`config.mk`:
```
export PLATFORM = sky130hd
export DESIGN_NAME = oid_content_arc_decoder
export DESIGN_NICKNAME = d
export VERILOG_FILES = /design/src/sv/oidca_pkg.sv /design/src/sv/oidca_decode.sv /design/src/sv/oidca_fifo.sv /design/src/sv/oid_content_arc_decoder.sv
export SDC_FILE = /design/constraint.sdc
export NUM_CORES = 1
export LEC_CHECK = 0
export BUFFER_PORTS_ARGS = -buffer_cell sky130_fd_sc_hd__buf_2
export CAP_MARGIN = 15
export CORE_MARGIN = 1
export CORE_UTILIZATION = 35
export DETAILED_ROUTE_END_ITERATION = 10
export PLACE_DENSITY = 0.57
export SLEW_MARGIN = 20
export SYNTH_ARGS = -nofsm -noshare
export SYNTH_HDL_FRONTEND = slang
export SYNTH_SLANG_ARGS = --single-unit
export TNS_END_PERCENT = 50
```
`constraint.sdc`:
```
create_clock -name clk -period 4.3 [get_ports clk]
set_clock_uncertainty 0.05 [all_clocks]
set_input_delay 0.86 -clock clk [delete_from_list [all_inputs] [get_ports clk]]
set_output_delay 0.86 -clock clk [all_outputs]
set_load 0.05 [all_outputs]
```
`src/sv/oidca_pkg.sv`:
```
// Shared types and constants for the object identifier arc decoder.
package oidca_pkg;

  localparam int ArcBits       = 32;
  localparam int MaxSubidBytes = 6;
  localparam int CntBits       = 3;
  localparam int QueueDepth    = 4;
  localparam int QueuePtrBits  = 2;

  localparam logic [6:0] PayloadMask = 7'h7f;
  localparam logic [ArcBits-1:0] ArcSplit1 = ArcBits'(40);
  localparam logic [ArcBits-1:0] ArcSplit2 = ArcBits'(80);

  localparam logic [1:0] ST_ARC       = 2'd0;
  localparam logic [1:0] ST_MALFORMED = 2'd1;
  localparam logic [1:0] ST_TRUNCATED = 2'd2;
  localparam logic [1:0] ST_BAD_FIRST = 2'd3;

  typedef struct packed {
    logic [ArcBits-1:0] arc_value;
    logic [1:0]         status;
    logic               arc_ends_oid;
    logic               run_last;
  } res_t;

  // Results of one request, in order; n_res is 0, 1 or 2.
  typedef struct packed {
    logic [1:0] n_res;
    res_t       res0;
    res_t       res1;
  } push_t;

endpackage

```
`src/sv/oidca_decode.sv`:
```
// Subidentifier accumulator and arc splitter: decodes one content byte per request.
module oidca_decode (
  input  logic                 clk,
  input  logic                 rst_n,
  input  logic                 accept,
  input  logic [7:0]           content_byte,
  input  logic                 oid_start,
  input  logic                 oid_final,
  output oidca_pkg::push_t     push
);
  import oidca_pkg::*;

  logic [ArcBits-1:0] acc_r, acc_nxt;
  logic               ovf_r, ovf_nxt;
  logic [CntBits-1:0] bytes_r, bytes_nxt;
  logic               first_r, first_nxt;
  logic               err_r, err_nxt;

  logic [ArcBits-1:0] acc_in, acc_sh, v;
  logic               ovf_in, bytes_ovf, first_in, err_in, cont;
  logic [CntBits-1:0] bytes_in, cnt;

  always_comb begin
    // A start mark discards whatever the previous OID left behind.
    acc_in   = oid_start ? '0   : acc_r;
    ovf_in   = oid_start ? 1'b0 : ovf_r;
    bytes_in = oid_start ? '0   : bytes_r;
    first_in = oid_start ? 1'b1 : first_r;
    err_in   = oid_start ? 1'b0 : err_r;

    cont      = content_byte[7];
    bytes_ovf = ovf_in | (acc_in[ArcBits-1:ArcBits-7] != '0);
    acc_sh    = {acc_in[ArcBits-8:0], content_byte[6:0] & PayloadMask};
    cnt       = bytes_in + CntBits'(1);
    v         = acc_sh;

    acc_nxt   = acc_in;
    ovf_nxt   = ovf_in;
    bytes_nxt = bytes_in;
    first_nxt = first_in;
    err_nxt   = err_in;
    push      = '0;

    if (err_in) begin
      // Drop the rest of a failed OID up to its final byte.
      if (oid_final) begin
        err_nxt   = 1'b0;
        acc_nxt   = '0;
        ovf_nxt   = 1'b0;
        bytes_nxt = '0;
        first_nxt = 1'b1;
      end
    end else if (cont && (cnt < CntBits'(MaxSubidBytes)) && !oid_final) begin
      acc_nxt   = acc_sh;
      ovf_nxt   = bytes_ovf;
      bytes_nxt = cnt;
    end else begin
      // Every remaining path ends the subidentifier; default to a clear.
      acc_nxt   = '0;
      ovf_nxt   = 1'b0;
      bytes_nxt = '0;
      push.n_res = 2'd1;
      if (cont || bytes_ovf || (first_in && (cnt > CntBits'(1)) && (v < ArcSplit2))) begin
        first_nxt = 1'b1;
        err_nxt   = !oid_final;
        push.res0.arc_value    = '0;
        push.res0.arc_ends_oid = 1'b1;
        push.res0.run_last     = 1'b1;
        if (cont)
          push.res0.status = (cnt >= CntBits'(MaxSubidBytes) || bytes_ovf) ?
                             ST_MALFORMED : ST_TRUNCATED;
        else if (bytes_ovf)
          push.res0.status = ST_MALFORMED;
        else
          push.res0.status = ST_BAD_FIRST;
      end else if (first_in) begin
        push.n_res = 2'd2;
        push.res0.status       = ST_ARC;
        push.res0.arc_ends_oid = 1'b0;
        push.res0.run_last     = 1'b0;
        push.res1.status       = ST_ARC;
        push.res1.arc_ends_oid = oid_final;
        push.res1.run_last     = 1'b1;
        if (v < ArcSplit1) begin
          push.res0.arc_value = ArcBits'(0);
          push.res1.arc_value = v;
        end else if (v < ArcSplit2) begin
          push.res0.arc_value = ArcBits'(1);
          push.res1.arc_value = v - ArcSplit1;
        end else begin
          push.res0.arc_value = ArcBits'(2);
          push.res1.arc_value = v - ArcSplit2;
        end
        first_nxt = oid_final;
      end else begin
        push.res0.arc_value    = v;
        push.res0.status       = ST_ARC;
        push.res0.arc_ends_oid = oid_final;
        push.res0.run_last     = 1'b1;
        first_nxt = oid_final;
      end
    end
    if (!accept)
      push.n_res = 2'd0;
  end

  always_ff @(posedge clk) begin
    if (!rst_n) begin
      acc_r   <= '0;
      ovf_r   <= 1'b0;
      bytes_r <= '0;
      first_r <= 1'b1;
      err_r   <= 1'b0;
    end else if (accept) begin
      acc_r   <= acc_nxt;
      ovf_r   <= ovf_nxt;
      bytes_r <= bytes_nxt;
      first_r <= first_nxt;
      err_r   <= err_nxt;
    end
  end

endmodule

```
`src/sv/oidca_fifo.sv`:
```
// Result queue: takes up to two results per cycle, hands out one per cycle while out_ready is high.
module oidca_fifo (
  input  logic                 clk,
  input  logic                 rst_n,
  input  oidca_pkg::push_t     push,
  output logic                 room,
  output logic                 out_valid,
  input  logic                 out_ready,
  output oidca_pkg::res_t      out_res
);
  import oidca_pkg::*;

  res_t                    mem_r [QueueDepth];
  logic [QueuePtrBits-1:0] wr_ptr_r, rd_ptr_r;
  logic [QueuePtrBits:0]   count_r, count_nxt;
  logic                    pop;
  logic [QueuePtrBits-1:0] wr_ptr1;

  assign out_valid = (count_r != '0);
  assign room      = (count_r <= (QueuePtrBits+1)'(QueueDepth - 2));
  assign pop       = out_valid & out_ready;
  assign out_res   = mem_r[rd_ptr_r];
  assign wr_ptr1   = wr_ptr_r + QueuePtrBits'(1);
  assign count_nxt = count_r + (QueuePtrBits+1)'(push.n_res) - (QueuePtrBits+1)'(pop);

  always_ff @(posedge clk) begin
    if (push.n_res != 2'd0)
      mem_r[wr_ptr_r] <= push.res0;
    if (push.n_res == 2'd2)
      mem_r[wr_ptr1] <= push.res1;
  end

  always_ff @(posedge clk) begin
    if (!rst_n) begin
      wr_ptr_r <= '0;
      rd_ptr_r <= '0;
      count_r  <= '0;
    end else begin
      wr_ptr_r <= wr_ptr_r + QueuePtrBits'(push.n_res);
      if (pop)
        rd_ptr_r <= rd_ptr_r + QueuePtrBits'(1);
      count_r <= count_nxt;
    end
  end

endmodule

```
`src/sv/oid_content_arc_decoder.sv`:
```
// Decodes the content bytes of a DER object identifier into arc numbers at one byte per
// cycle while in_tready is high. A byte is decoded in the cycle it is accepted and its
// results enter a four-entry queue; the first arc of a result shows on the output once the
// queue registers hold it and earlier results have been taken. The first subidentifier
// yields two arcs, every later one yields one, and an error yields a single status result
// with arc value zero that ends the OID. The output drains one result per cycle while
// out_tready is high; in_tready drops only when fewer than two queue entries are free.
module oid_content_arc_decoder (
  input  logic        clk,
  input  logic        rst_n,
  input  logic        in_tvalid,
  output logic        in_tready,
  input  logic [7:0]  in_tdata,   // [7:0] content_byte
  input  logic [0:0]  in_tuser,   // [0] oid_start
  input  logic        in_tlast,   // oid_final
  output logic        out_tvalid,
  input  logic        out_tready,
  output logic [31:0] out_tdata,  // [31:0] arc_value
  output logic [2:0]  out_tuser,  // [1:0] status, [2] run_last
  output logic        out_tlast   // arc_ends_oid
);
  import oidca_pkg::*;

  push_t push;
  res_t  head;
  logic  accept;

  assign accept = in_tvalid & in_tready;

  oidca_decode u_decode (
    .clk          (clk),
    .rst_n        (rst_n),
    .accept       (accept),
    .content_byte (in_tdata),
    .oid_start    (in_tuser[0]),
    .oid_final    (in_tlast),
    .push         (push)
  );

  oidca_fifo u_fifo (
    .clk       (clk),
    .rst_n     (rst_n),
    .push      (push),
    .room      (in_tready),
    .out_valid (out_tvalid),
    .out_ready (out_tready),
    .out_res   (head)
  );

  assign out_tdata = head.arc_value;
  assign out_tuser = {head.run_last, head.status};
  assign out_tlast = head.arc_ends_oid;

  a_reset_empty: assert property (@(posedge clk) !rst_n |=> !out_tvalid)
    else $error("result queue not empty after reset");

  a_error_zero: assert property (@(posedge clk) disable iff (!rst_n)
    out_tvalid && (out_tuser[1:0] != ST_ARC) |-> (out_tdata == '0) && out_tlast && out_tuser[2])
    else $error("error result must carry zero arc and end the OID");

  a_split_pair: assert property (@(posedge clk) disable iff (!rst_n)
    out_tvalid && !out_tuser[2] |-> (out_tuser[1:0] == ST_ARC) && !out_tlast
                                    && (out_tdata < 32'd3))
    else $error("leading arc of a split must be 0, 1 or 2 and not end the OID");

endmodule

```
-- Yosys cells after proc, flatten, opt, wreduce, memory -nomap -nowiden
Memories as Yosys holds them, arrays and structs flattened. A register that Yosys moved wholly into a read port is not among the register bits.
Index checks and enable logic that the tools add are counted.
- add/sub/neg operators: 8
- order comparisons: 6
- reduce and logical (&&, ||, !) cells: 11
- equal/unequal tests: 1
- bitwise gates (word level): 3
- muxes and demuxes: 44
- operators with widths (operator ; count):
    32-bit two-way mux ; 6
    74-bit two-way mux ; 2
    36-bit two-way mux ; 4
    32-bit by 6-bit less-than comparator with 1-bit output (second input constant) ; 1
    32-bit by 7-bit less-than comparator with 1-bit output (second input constant) ; 1
    32-bit by 6-bit subtractor with 32-bit output (second input constant) ; 1
    32-bit by 7-bit subtractor with 32-bit output (second input constant) ; 1
    2-bit two-way mux ; 10
    1-bit two-way mux ; 18
    3-bit two-way mux ; 4
    7-bit nonzero test ; 1
    2-bit by 1-bit adder with 2-bit output (second input constant) ; 2
    1-bit logical AND ; 4
    3-bit by 1-bit adder with 3-bit output (second input constant) ; 1
    3-bit by 2-bit adder with 3-bit output ; 1
    3-bit >= comparator (second input constant) ; 1
    3-bit by 1-bit greater-than comparator with 1-bit output (second input constant) ; 1
    3-bit by 2-bit less-or-equal comparator with 1-bit output (second input constant) ; 1
    1-bit logical OR ; 3
    3-bit less-than comparator (second input constant) ; 1
    3-bit nonzero test ; 1
    3-bit by 1-bit subtractor with 3-bit output ; 1
    2-bit adder ; 1
    1-bit bitwise AND ; 2
    other kinds (4) ; 4
- register bits after elaboration: 45
- memories kept: 1
- memory bits (writable): 144
- output and inout port bits: 38
- input bits: 14
- memory list (memory ; words ; width ; rd ports ; clocked after Yosys merged registers in ; wr ports ; RTL line ; source):
    u_fifo.mem_r ; 4 ; 36 ; 1 ; 1 ; 2 ; oidca_fifo.sv:13 ; res_t mem_r [QueueDepth];

-- Depth between registers and ports, before layout
Gate-level depths: netlist of the first run.
- depth after elaboration: 13
- gate-level depth with buffers: 16

-- Cells and area by module
A second synthesis of the first run with hierarchy kept.
- cells, all modules: 850
- area total of the unflattened synthesis: 10764.1 sq um
- by module, submodules not included (module ; seq. area each (sq um) ; instances ; cells each ; area an instance (sq um)):
    oidca_fifo ; 4504.3 ; 1 ; 400 ; 7562.3
    oidca_decode ; 760.7 ; 1 ; 449 ; 3195.6
    oid_content_arc_decoder ; 0.0 ; 1 ; 1 ; 6.3

-- Worst setup path after synthesis of the first run
OpenSTA, ideal clock, no wires.
- path type: input to register
- start: input port in_tuser
- end: memory u_fifo.mem_r[3][0] in the netlist's numbering (enable)
- arrival time: 4189 ps
- cell stages on the path: 13
- buffers on the path: 3
- path slack: -331 ps
- cell sequence: clkbuf_1 -> clkinv_1 -> clkbuf_1 -> nand2_1 -> inv_1 -> ha_1 -> nor4b_1 -> a2111oi_2 -> nor2_1 -> nand4b_1 -> or2_2 -> clkbuf_1 -> nand2_1
- RTL lines (item ; RTL line ; source):
    start, declared ; oid_content_arc_decoder.sv:14 ; input logic [0:0] in_tuser,
    end, declared ; oidca_fifo.sv:13 ;

==> impl_metrics.yaml, run 1 <==
grt:
  globalRouteOverflowTotal: 0
  grt_usage_pct: 20.2
  antenna_found_initial: 0
  grt_pass1_vias: 7361
  grt_pass1_wl_um: 44200
  grt_max_degree: 47
sta:
  hold_slack_ps: 428
  fmax_mhz: 282
  tns_ps: 0
  worst_pin_slew_ps: 944
  setup_viol: 0
  max_slew_margin_pct: 37.0
  min_period_ps: 3540
  grt_setup_unrepaired: "no"
  fin_crit_sh_pct: 82.4
  slew_violations: 0
  finalHoldViolCount: 0
setup_path:
  crit_required_ps: 4540
  start_kind: "input port"
  cp-end-kind: "register"
  critPathKind: "in2reg"
  cp_data_arrival_time_ps: 3780
  worstPathMaxFanout: 16
clock_network:
  clock-root-buffer: "clkbuf_16"
  clockBufferDepth: 2
  clock_latency_ps: 430
  htreeDepth: 4
  postCtsSetupRepairBufs: 0
  clock-sinks: 191
  tritoncts: "yes"
  cts_resized: 0
  cts_buffers: 17
  cts_hold_buffers: 0
  clkTransAtPathRegs_ps: 70
drt:
  drtIter0Drc: 867
  routed_via_density: 5.70
  drt_first_pass_iters: 6
  wire_per_inst_um: 21.6
  totalWireLength_um: 28600
  via_count: 7535
  remaining_drc_errors: 0
  ant_nets: 0
logic_synthesis:
  yosysTopAreaCellShare_pct: 41.0
  synth_area_leaders: "edfxtp_1 (41%), dfxtp_1 (11%), mux4_2 (8.1%)"
  postSynthAreaPerCell_um2: 11.0
  synthFlopType: "edfxtp_1"
  synth_edf_count: 136
  synthArstFlopShare_pct: 0
  yosys_warnings: 0
  synth_area_um2: 9960
  netlist_instances: 909
  synth_top_area_cell: "edfxtp_1"
  yosys_register_bits: 191
  ys_seq_area_share_pct: 52.1
  synth_nets: 935
  synth.distinct_cells: 58
finish:
  multi_input_comb_area_um2: 4410
  n_fill_cell: 2672
  antenna_cells: 0
  syn_to_final_growth_pct: 13.5
  num-nets-final: 957
  drive_gt1_share_pct: 19.0
  layout_commonest_cell: "edfxtp_1"
  seqCellArea_um2: 5190
  mostFrequentLayoutCells: "edfxtp_1 (136), nand2_1 (80), o21ai_0 (69)"
floorplan:
  dieHeight_um: 171
  core_um2: 27900
  design.die.area_um2: 29100
  die_w_um: 171
  start_util_pct: 35.8
  rows: 61
  io_pins: 52
hold_path:
  hold_class: "reg2reg"
power_and_ir_drop:
  switching_power_uw: 2100
  power.share.clock_pct: 27.5
  combPwrFrac_pct: 32.7
  p_per_area_nw_per_um2: 509
  p_sw_share_pct: 36.6
  p_leak_uw: 0.00370
  intPower_uw: 3650
  ir_drop_mv: 0.240
  p_seq_share_pct: 39.8
placed_design:
  io_buffers: 51
  place_congestion: 0.851
  place_hpwl_um: 18800
job:
  drv_cap: 0
run_status:
  status: "complete, no violations"
==> final timing paths <==
check / slack (ps) / to / from / cells past startpoint
max: 760 / u_fifo.mem_r[3][7]$_DFFE_PP_ / in_tuser / 11
min: 430 / u_fifo.mem_r[3][2]$_SDFFE_PP0N_ / u_fifo.mem_r[3][2]$_SDFFE_PP0N_ / 2
max reg2reg: 960 / u_fifo.mem_r[3][7]$_DFFE_PP_ / u_decode.bytes_r[0]$_SDFFE_PN0P_ / 10
min reg2reg: 430 / u_fifo.mem_r[3][2]$_SDFFE_PP0N_ / u_fifo.mem_r[3][2]$_SDFFE_PP0N_ / 2
==> area by class of cell <==
class	instances	area share, %
Sequential cell	191	45.9
Multi-Input combinational cell	616	39.0
Timing Repair Buffer	88	5.27
Tap cell	378	4.19
Clock buffer	20	3.86
Clock inverter	12	1.17
Inverter	17	0.565
==> synth_stat cells, drive strengths merged (12+ instances only) <==
cell type  count
nand2         84
a22oi         36
edfxtp       136
dfxtp         55
nand3         21
inv           16
nor2          52
a32o          12
a22o          36
o21ai         80
clkbuf        66
a21oi         42
buf           19
nor2b         43
nor3          15
o22ai         20
mux4          36
==> critical path, cell delays in order <==
cell       delay [ps]
buf_2             120
nor2b_1           250
ha_1              340
nor4b_1           360
a2111oi_2         130
nor2_1            160
nand4_1           240
nor2_2            690
buf_4             380
a21oi_1            70
o2bb2ai_1         170
==> cells by family after synthesis <==
kind of cell | Yosys count | synth area share [%]
AOI/OAI and AO/OA | 278 | 19.0
and+or+nand+nor | 271 | 13.5
buffers and inverters | 102 | 4.02
DFF | 191 | 52.1
xor gates and xnor gates | 17 | 1.50
muxes | 38 | 8.35
adders and majority gates | 12 | 1.58
==> stage by stage <==
stage | setup slack (ps) | util (%) | cell area (µm²) | power (µW) | instances
global route | 539 | 40.6 | 11300 | 6000 | 1322
global placement | 403 | 38.5 | 10700 | 4210 | 1290
finish | 759 | 40.6 | 11300 | 5750 | 1322
detailed placement | 353 | 38.5 | 10700 | 4220 | 1290
floorplan | -187 | - | 9980 | 3730 | 909
CTS | 791 | 40.6 | 11300 | 5790 | 1322
==> state kept, by name (all words and copies together), names as in the netlist, named ones only <==
signal / cells
u_decode.acc_r: 32
u_decode.first_r: 1
u_decode.ovf_r: 1
u_fifo.mem_r: 144
u_fifo.rd_ptr_r: 2
u_fifo.count_r: 3
u_decode.bytes_r: 3
u_fifo.wr_ptr_r: 2
u_decode.err_r: 1
==> metal layers <==
| metal | vias up | global-route usage [%] | wire [µm] | part of all wire, % |
|---|---|---|---|---|
| met5 | - | 0 | 0 | 0 |
| li1 | 3511 | - | - | - |
| met4 | 0 | 5.48 | 389 | 1.4 |
| met3 | 27 | 3.15 | 1950 | 6.8 |
| met1 | 3703 | 28.4 | 12900 | 45 |
| met2 | 294 | 32.3 | 13400 | 47 |
==> power by group through the flow <==
| stage | clock, µW | combinational, µW | sequential (µW) |
|---|---|---|---|
| detailed placement | 0 | 1890 | 2330 |
| finish | 1580 | 1880 | 2290 |
| CTS | 1600 | 1900 | 2290 |
| floorplan | 0 | 1460 | 2270 |
| global placement | 0 | 1890 | 2330 |
| global route | 1670 | 2020 | 2310 |
(Power assumes the default switching activity.)
==> inputs of run 2 (changes only) <==
ABC_AREA = 1   (was default)
PLACE_DENSITY = 0.55   (was 0.57)
clock period = 3.6 ns   (was 4.3 ns; I/O delays follow)
==> run 2 against run 1 <==
Against the previous run:
- sequential share of layout area shrank 2.9 points
- power grew 24%
- core utilization is essentially flat
- sequential power grew 18%
- global-route usage grew 2.5 points
- routed wire length grew 20%
- final area grew 6.7%
- area after synthesis grew 6.3%
- combinational power grew 32%
- synthesized cell count grew 47%
==> impl_metrics.yaml, run 2 <==
setup_path:
  worstPathMaxFanout: 46
  critPathKind: "reg2out"
  cp-end-kind: "primary output"
  cp_data_arrival_time_ps: 2430
  crit_required_ps: 2830
  start_kind: "register"
drt:
  remaining_drc_errors: 0
  routed_via_density: 5.42
  wire_per_inst_um: 19.4
  drtIter0Drc: 1067
  ant_nets: 0
  via_count: 9644
  totalWireLength_um: 34400
  drt_first_pass_iters: 5
grt:
  globalRouteOverflowTotal: 0
  grt_pass1_vias: 9128
  grt_max_degree: 73
  grt_usage_pct: 22.7
  antenna_found_initial: 0
  grt_pass1_wl_um: 53300
finish:
  syn_to_final_growth_pct: 13.9
  n_fill_cell: 3008
  drive_gt1_share_pct: 12.6
  final_cells: 1778
  regMostFlops: "u_fifo.mem_r"
  reg_top3: "u_fifo.mem_r (144), u_decode.acc_r (32)"
  num-nets-final: 1401
  largest_reg_flops: 144
  multi_input_comb_area_um2: 4670
  antenna_cells: 0
  mostFrequentLayoutCells: "nand2_1 (309), nor2_1 (196), o21ai_0 (140)"
  stdcell_area_um2: 12100
  layout_commonest_cell: "nand2_1"
  seqCellArea_um2: 5190
run_status:
  status: "complete, no violations"
placed_design:
  dp_cells: 1746
  place_hpwl_um: 24000
  dpl-instance-area_um2: 11500
  pre_cts_slack_ps: 312
  io_buffers: 51
  place_congestion: 0.917
sta:
  finalHoldViolCount: 0
  fin_crit_sh_pct: 89.0
  final.setup.worst_slack_ps: 396
  grt_setup_unrepaired: "no"
  tns_ps: 0
  fmax_mhz: 312
  slew_violations: 0
  worst_pin_slew_ps: 811
  setup_viol: 0
  max_slew_margin_pct: 45.6
  min_period_ps: 3200
logic_synthesis:
  synth_xor_area_share_pct: 1.15
  synth_edf_count: 136
  synthAdderAreaFrac_pct: 1.49
  synth.distinct_cells: 36
  yosys_register_bits: 191
  synth_top_family_by_area: "simple AND/OR/NAND/NOR gates"
  netlist_instances: 1333
  yosys_warnings: 0
  synth_common_cells: "nand2_1 (311), nor2_1 (196), o21ai_0 (140)"
  synth-compound-area-share_pct: 14.4
  post_synth_and_or_nand_nor_area_fraction_pct: 27.0
  synth_top_area_cell: "edfxtp_1"
  synth_area_leaders: "edfxtp_1 (39%), nand2_1 (11%), dfxtp_1 (10%)"
  yosysTopAreaCellShare_pct: 38.6
  synthFlopType: "edfxtp_1"
  ys_seq_area_share_pct: 49.0
  synth_area_um2: 10600
  synth_mux_area_share_pct: 0.0945
  postSynthAreaPerCell_um2: 7.94
  synthArstFlopShare_pct: 0
  synth_nets: 1359
  yosysMostFrequentCell: "nand2_1"
clock_network:
  htreeDepth: 4
  clkTransAtPathRegs_ps: 80
  cts_resized: 0
  tritoncts: "yes"
  cts_hold_buffers: 0
  clock_latency_ps: 440
  cts_buffers: 17
  postCtsSetupRepairBufs: 0
  clock-root-buffer: "clkbuf_16"
  clockBufferDepth: 2
  clock-sinks: 191
floorplan:
  die_w_um: 176
  io_pins: 52
  design.die.area_um2: 30900
  core_um2: 29700
  dieHeight_um: 176
  start_util_pct: 35.6
  rows: 63
power_and_ir_drop:
  combPwrFrac_pct: 34.8
  power.share.clock_pct: 27.1
  p_seq_share_pct: 38.1
  p_per_area_nw_per_um2: 590
  p_sw_share_pct: 41.7
  intPower_uw: 4140
  p_leak_uw: 0.00483
  switching_power_uw: 2970
  ir_drop_mv: 0.327
hold_path:
  hold_class: "reg2reg"
job:
  drv_cap: 0
## run 2: stage by stage
stage | utilization [%] | total power [µW] | hold slack [ps]
after floorplan | - | 4480 | 386
after global placement | 38.5 | 5220 | 402
after detailed placement | 38.5 | 5230 | 408
after CTS | 40.6 | 7150 | 420
after global routing | 40.6 | 7430 | 443
final | 40.6 | 7110 | 417
## run 2: kinds of logic (layout without fill, tap and decap cells)
logic type / count (synthesis) / after routing
AO/OA/AOI/OAI: 270 / 270
multiplexers: 1 / 1
adder cells (fa/ha/maj): 12 / 12
XOR/XNOR: 13 / 13
flip-flops: 191 / 191
buffers and inverters: 173 / 228
AND/OR/NAND/NOR: 673 / 673
## run 2: worst max-delay path: stages, from the launching register on
cell and delay [ps]:
dfxtp_2 340, clkinv_1 630, buf_12 460, o21ai_0 170
o22ai_1 150, buf_2 250
## run 2: power groups by stage
stage          registers, µW  logic (µW)  clock network (µW)
6_report                2710        2480                1920
5_1_grt                 2740        2650                2040
3_3_place_gp            2760        2460                   0
3_5_place_dp            2760        2470                   0
2_1_floorplan           2730        1740                   0
4_1_cts                 2710        2480                1960
## run 2: worst paths after layout
check,start,to,slack [ps],cells after the start
worst max-delay path,register,out_tdata[31],400,5
worst min-delay path,u_fifo.mem_r[3][2]$_SDFFE_PP0N_,u_fifo.mem_r[3][2]$_SDFFE_PP0N_,420,2
worst max register to register,u_decode.bytes_r[0]$_SDFFE_PN0P_,u_fifo.mem_r[3][11]$_DFFE_PP_,860,14
worst min register to register,u_fifo.mem_r[3][2]$_SDFFE_PP0N_,u_fifo.mem_r[3][2]$_SDFFE_PP0N_,420,2
## run 2: area by class of cell
cell class                      instances  share of cell area [%]
Clock buffer                           17                    3.53
Clock inverter                         15                    1.53
Inverter                               97                    3.04
Multi-Input combinational cell        969                    38.7
Sequential cell                       191                    43.0
Tap cell                              390                    4.05
Timing Repair Buffer                   99                    6.14
## run 2: metal layers
| metal | up-vias | track usage (%) | part of all wire, % |
|---|---|---|---|
| li1 | 4637 | - | - |
| met1 | 4610 | 30.9 | 45 |
| met2 | 355 | 36.5 | 46 |
| met3 | 42 | 4.29 | 6.7 |
| met4 | 0 | 6.78 | 1.8 |
| met5 | - | 0 | 0 |
